`config.mk`:
```
export PLATFORM = sky130hd
export DESIGN_NAME = ncrl_cell
export DESIGN_NICKNAME = d
export VERILOG_FILES = /design/src/hw/rtl/ncrl_pkg.sv /design/src/hw/rtl/ncrl_cell.sv
export VERILOG_INCLUDE_DIRS = /design/src /design/src/hw/rtl
export SDC_FILE = /design/constraint.sdc
export NUM_CORES = 2
export LEC_CHECK = 0
export BUFFER_PORTS_ARGS = -buffer_cell sky130_fd_sc_hd__buf_2
export CORE_MARGIN = 2
export CORE_UTILIZATION = 49
export DETAILED_ROUTE_END_ITERATION = 16
export PLACE_DENSITY_LB_ADDON = 0.15
export SLEW_MARGIN = 20
export SYNTH_ARGS = -nofsm -noshare
export SYNTH_HDL_FRONTEND = slang
export SYNTH_SLANG_ARGS = --single-unit
```
`constraint.sdc`:
```
create_clock -name clk -period 13.16 [get_ports clk]
set_input_delay 3.948 -clock clk [delete_from_list [all_inputs] [get_ports clk]]
set_output_delay 3.948 -clock clk [all_outputs]
set_load 0.01 [all_outputs]
```
`src/hw/rtl/nearest_center_region_labeler_assert.svh`:
```
// Assertion macros shared by the labeler's modules.
// Each macro expects signals named clk and rst_n in the module that uses it.
`ifndef NEAREST_CENTER_REGION_LABELER_ASSERT_SVH
`define NEAREST_CENTER_REGION_LABELER_ASSERT_SVH

// A condition that must hold at every clock edge out of reset.
`define NCRL_ASSERT_ALWAYS(lbl, cond, msg) \
  lbl: assert property (@(posedge clk) disable iff (!rst_n) (cond)) else $error(msg);

// A consequence that must hold in the same cycle as its cause.
`define NCRL_ASSERT_SAME(lbl, ante, cons, msg) \
  lbl: assert property (@(posedge clk) disable iff (!rst_n) (ante) |-> (cons)) \
    else $error(msg);

// A consequence that must hold in the cycle after its cause.
`define NCRL_ASSERT_NEXT(lbl, ante, cons, msg) \
  lbl: assert property (@(posedge clk) disable iff (!rst_n) (ante) |=> (cons)) \
    else $error(msg);

`endif

```
`src/hw/rtl/ncrl_pkg.sv`:
```
// Package for the nearest-center region labeler: widths, codes and the
// transfer and chain token types. No dependencies.
package ncrl_pkg;

  // Coordinate formats: pixels are integers, centers are unsigned Q10.8.
  localparam int COORD_BITS  = 10;
  localparam int FRAC_BITS   = 8;
  localparam int CENTER_BITS = COORD_BITS + FRAC_BITS;
  localparam int SQ_W        = 2 * CENTER_BITS;
  // A sum of three squares stays below 2^(SQ_W+2).
  localparam int DIST_W      = SQ_W + 2;

  localparam int SLOT_W      = 4;
  localparam int REGION_W    = 4;
  localparam int MASK_W      = 16;
  localparam int NUM_W       = 5;

  localparam int MAX_CENTERS_DEF = 16;

  // Configuration port.
  localparam int CFG_IDX_W  = 1;
  localparam int CFG_DATA_W = 5;
  localparam logic [CFG_IDX_W-1:0] CFG_NUM_CENTERS = 1'b0;
  localparam logic [CFG_IDX_W-1:0] CFG_THREE_D     = 1'b1;

  // Command codes.
  localparam logic CMD_LOAD     = 1'b0;
  localparam logic CMD_CLASSIFY = 1'b1;

  typedef struct packed {
    logic                   command;
    logic [SLOT_W-1:0]      center_index;
    logic [CENTER_BITS-1:0] center_x;
    logic [CENTER_BITS-1:0] center_y;
    logic [CENTER_BITS-1:0] center_z;
    logic [COORD_BITS-1:0]  pixel_x;
    logic [COORD_BITS-1:0]  pixel_y;
    logic [COORD_BITS-1:0]  pixel_z;
  } in_item_t;

  typedef struct packed {
    logic [REGION_W-1:0] nearest_region;
    logic [MASK_W-1:0]   region_mask;
  } out_item_t;

  // What travels from cell to cell: the item, the configuration seen at
  // acceptance, and the best match found so far.
  typedef struct packed {
    in_item_t            item;
    logic [NUM_W-1:0]    num_centers;
    logic                three_d;
    logic [DIST_W-1:0]   best_d;
    logic [REGION_W-1:0] best_i;
  } ncrl_token_t;

endpackage

```
`src/hw/rtl/ncrl_cell.sv`:
```
// One cell of the labeler chain: holds one center and compares it with
// each pixel that passes. Depends on ncrl_pkg and the assertion header.
`include "nearest_center_region_labeler_assert.svh"

module ncrl_cell import ncrl_pkg::*; #(
  parameter int CELL_IDX = 0
) (
  input  logic        clk,
  input  logic        rst_n,
  input  logic        in_valid,
  input  ncrl_token_t in_tok,
  output logic        out_valid,
  output ncrl_token_t out_tok
);

  // Stored center of this slot.
  logic [CENTER_BITS-1:0] cx_r, cy_r, cz_r;

  // Stage 1: token and squared differences.
  logic                   s1_valid_r;
  ncrl_token_t            s1_tok_r;
  logic [SQ_W-1:0]        sq_x_r, sq_y_r, sq_z_r;
  logic [SQ_W-1:0]        sq_x_nxt, sq_y_nxt, sq_z_nxt;

  // Stage 2: token with the updated best match.
  logic                   s2_valid_r;
  ncrl_token_t            s2_tok_r;
  ncrl_token_t            s2_tok_nxt;

  logic                   load_hit;
  logic [CENTER_BITS-1:0] px, py, pz;
  logic [CENTER_BITS-1:0] dx, dy, dz;
  logic [DIST_W-1:0]      d_sum;
  logic                   in_range;
  logic                   take;

  // A load claims this slot when its index matches; loads travel the chain
  // in order with classify items, so each pixel sees exactly the loads
  // accepted before it.
  assign load_hit = in_valid && (in_tok.item.command == CMD_LOAD) &&
                    (32'(in_tok.item.center_index) == CELL_IDX);

  always_ff @(posedge clk) begin
    if (load_hit) begin
      cx_r <= in_tok.item.center_x;
      cy_r <= in_tok.item.center_y;
      cz_r <= in_tok.item.center_z;
    end
  end

  // Absolute differences in Q.8 units, then squares. The z term drops out
  // in 2D mode.
  always_comb begin
    px = {in_tok.item.pixel_x, {FRAC_BITS{1'b0}}};
    py = {in_tok.item.pixel_y, {FRAC_BITS{1'b0}}};
    pz = {in_tok.item.pixel_z, {FRAC_BITS{1'b0}}};
    dx = (px >= cx_r) ? (px - cx_r) : (cx_r - px);
    dy = (py >= cy_r) ? (py - cy_r) : (cy_r - py);
    dz = (pz >= cz_r) ? (pz - cz_r) : (cz_r - pz);
    if (!in_tok.three_d) begin
      dz = '0;
    end
    sq_x_nxt = SQ_W'(dx) * SQ_W'(dx);
    sq_y_nxt = SQ_W'(dy) * SQ_W'(dy);
    sq_z_nxt = SQ_W'(dz) * SQ_W'(dz);
  end

  // Stage 1 payload.
  always_ff @(posedge clk) begin
    s1_tok_r <= in_tok;
    sq_x_r   <= sq_x_nxt;
    sq_y_r   <= sq_y_nxt;
    sq_z_r   <= sq_z_nxt;
  end

  // Sum and compare. Slot 0 always sets the first match; later slots take
  // over only on a strictly smaller distance, so ties keep the lower index.
  always_comb begin
    d_sum    = DIST_W'(sq_x_r) + DIST_W'(sq_y_r) + DIST_W'(sq_z_r);
    in_range = (32'(s1_tok_r.num_centers) > CELL_IDX);
    take     = (CELL_IDX == 0) || (in_range && (d_sum < s1_tok_r.best_d));
    s2_tok_nxt = s1_tok_r;
    if ((s1_tok_r.item.command == CMD_CLASSIFY) && take) begin
      s2_tok_nxt.best_d = d_sum;
      s2_tok_nxt.best_i = REGION_W'(CELL_IDX);
    end
  end

  always_ff @(posedge clk) begin
    s2_tok_r <= s2_tok_nxt;
  end

  // Valid bits of both stages.
  always_ff @(posedge clk) begin
    if (!rst_n) begin
      s1_valid_r <= 1'b0;
      s2_valid_r <= 1'b0;
    end else begin
      s1_valid_r <= in_valid;
      s2_valid_r <= s1_valid_r;
    end
  end

  assign out_valid = s2_valid_r;
  assign out_tok   = s2_tok_r;

  // The chain never holds a token back.
  `NCRL_ASSERT_NEXT(a_cell_advance, s1_valid_r, s2_valid_r, "cell dropped a token")
  // The first cell always names itself as the current best.
  `NCRL_ASSERT_SAME(a_cell_first, (CELL_IDX == 0) && s2_valid_r && (s2_tok_r.item.command == CMD_CLASSIFY), s2_tok_r.best_i == '0, "first cell did not seed the best match")
  // Past the first cell, the best distance can only shrink.
  `NCRL_ASSERT_SAME(a_cell_monotone, (CELL_IDX != 0) && s2_valid_r && (s2_tok_r.item.command == CMD_CLASSIFY), s2_tok_r.best_d <= $past(s1_tok_r.best_d), "best distance grew")

endmodule

```
==> impl_metrics.yaml <==
final_layout:
  final_cell_area_sq_mm: 0.0465
  final_nets: 5837
  final_cells: 5767
  layout_common_cells: "inv_1, fa_1, ha_1"
  fillers: 7849
  antenna_cells: 0
  areaGrowthSynthToFinish_pct: 11.3
  drive_above_1_share_pct: 11.5
  final_common_cell: "inv_1"
sta:
  clock.fmax_mhz: 80.6
  relSlewSlack_pct: 34.5
  finalMaxSlewViolations: 0
  rsz0062_at_grt: "no"
  finClkSkew_ps: 21.0
  worst_pin_slew_ps: 974
  fin_tns_setup_ps: 0
  finalCriticalPeriod_ps: 12400
  timing.final.ws_setup_ps: 759
  hold_violations: 0
  setup_violations: 0
  period_share_pct: 94.2
global_routing:
  grt_antenna_before_repair: 0
  grt_max_degree: 44
  grt_usage_pct: 23.2
  grt_pass1_vias: 30400
  grt_pass1_wl_um: 158000
  grt_remaining_overflow: 0
cts:
  cts_setup_buffers: 0
  cts_buffers: 48
  ctsHoldBuffers: 0
  clkLatencyLatePin_ps: 640
  cts.sinks: 435
  htreeDepth: 2
  cts_resized: 0
  ctsRootBufferMaster: "clkbuf_16"
  cts_tree: "done"
  path_clk_slew_ps: 60
  max-clock-path-buffers: 3
route:
  routedWlPerCell_um: 16.9
  wl_um: 97400
  vias: 28500
  drtIter0Drc: 1327
  ant_nets: 0
  drt-vias-per-instance: 4.95
  drc: 0
  drt_first_pass_iters: 5
setup_path:
  crit_slowest_cell: "xor2_1"
  required_ps: 13680
  path_max_fanout: 22
  cp-start-kind: "primary input"
  cp.arrival_ps: 12920
  r2r_start: "cx_r[0]"
  path_class: "primary input to flip-flop"
  crit_path_end_kind: "flip-flop"
  slowest_delay_ps: 570
  worstSetupStartpoint: "in_tok[71]"
yosys:
  synthCells: 4259
  avgSynthCellArea_sq_um: 9.81
  ys_ff_latch: 435
  synth-edff-count: 54
  syn_area_sq_mm: 0.0418
  synth_ff_type: "dfxtp_1"
  ys_warn_count: 0
  seq_area_frac_synth_pct: 22.1
  synthArstFlopShare_pct: 0
  ys_types: 86
status:
  status: "complete, no violations"
place:
  io_buffers: 277
  dp_slack_ps: 220
  placed_area_sq_mm: 0.0448
  gp_congestion: 0.917
  placed_cells: 5678
  hpwlAfterDp_um: 82300
floorplan:
  die_y_um: 296
  start_util_pct: 49.2
  row_count: 107
  dieArea_sq_mm: 0.0876
  die_w_um: 296
  core_sq_mm: 0.0849
  ios: 278
flow_run:
  cap_violations: 0
worst_hold_path:
  hold_class: "flip-flop to flip-flop"
  worstHoldStart: "s1_tok_r[69]"
[sequential cells by signal, indices dropped and copies added (netlist names)]
register and count:
out_tok 137, cz_r 18, s1_tok_r 137, sq_x_r 35, sq_z_r 35, cy_r 18, out_valid 1, sq_y_r 35
cx_r 18, s1_valid_r 1
[area by class of cell]
cell class	instances	area, sq um	area share (%)
Clock buffer	66	1410	3.04
Clock inverter	23	254	0.546
Inverter	1078	4050	8.70
Multi-Input combinational cell	2668	28100	60.5
Sequential cell	435	9250	19.9
Tap cell	1144	1430	3.08
Timing Repair Buffer	353	1960	4.21
[stage by stage]
step	hold slack (ps)	utilization [%]
floorplan	310	-
CTS	322	54.8
global placement	310	52.8
detailed placement	312	52.8
global route	324	54.8
finish	323	54.8
[kinds of logic (layout without fill, tap and decap cells)]
logic type	after synthesis	in the layout	share of synthesized area (%)
AOI/OAI and AO/OA	468	468	7.32
xor gates and xnor gates	184	184	4.01
adders and majority gates	1113	1113	45.8
buffers and inverters	1158	1520	10.5
DFF	435	435	22.1
muxes	47	47	1.25
other	1	3	0.00898
and+or+nand+nor	853	853	8.97
[metal layers]
layer	GRT usage [%]	vias to the layer above	share of wire, %
met1	30.7	14100	43
met5	0	-	0
li1	-	13600	-
met3	3.80	132	6.1
met2	38.8	706	47
met4	7.98	0	3.4
[critical path, delay by kind of cell]
kind	cells	cell delay, ps
XOR/XNOR	2	710
multiplexers	1	210
AO/OA/AOI/OAI	10	2940
AND/OR/NAND/NOR	4	790
adder cells (fa/ha/maj)	8	3540
buffers and inverters	9	770
[synth_stat cells (21+ instances only)]
| library cell | number | area [sq um] |
|---|---|---|
| edfxtp_1 | 54 | 1620 |
| clkbuf_1 | 46 | 173 |
| fa_1 | 691 | 13800 |
| xor2_1 | 43 | 377 |
| o21ai_0 | 80 | 400 |
| nor2b_1 | 38 | 238 |
| a21o_1 | 82 | 616 |
| dfxtp_1 | 381 | 7630 |
| nand2_1 | 312 | 1170 |
| and2_1 | 21 | 131 |
| nand2b_1 | 25 | 156 |
| ha_1 | 422 | 5280 |
| buf_2 | 29 | 145 |
| nor2_1 | 334 | 1250 |
| a21oi_1 | 142 | 711 |
| inv_1 | 1052 | 3950 |
| xnor2_1 | 134 | 1170 |
| mux2_2 | 32 | 360 |
| nor3_1 | 28 | 140 |
[final timing paths]
| path | end | slack (ps) | cells after the start |
|---|---|---|---|
| max | sq_x_r[35] | 760 | 34 |
| min | out_tok[69] | 320 | 0 |
| max reg2reg | sq_x_r[35] | 3160 | 34 |
| min reg2reg | out_tok[69] | 320 | 0 |
Power is not shown: default switching activity piles up to over one toggle a cycle in this logic, so the estimate is an artifact.
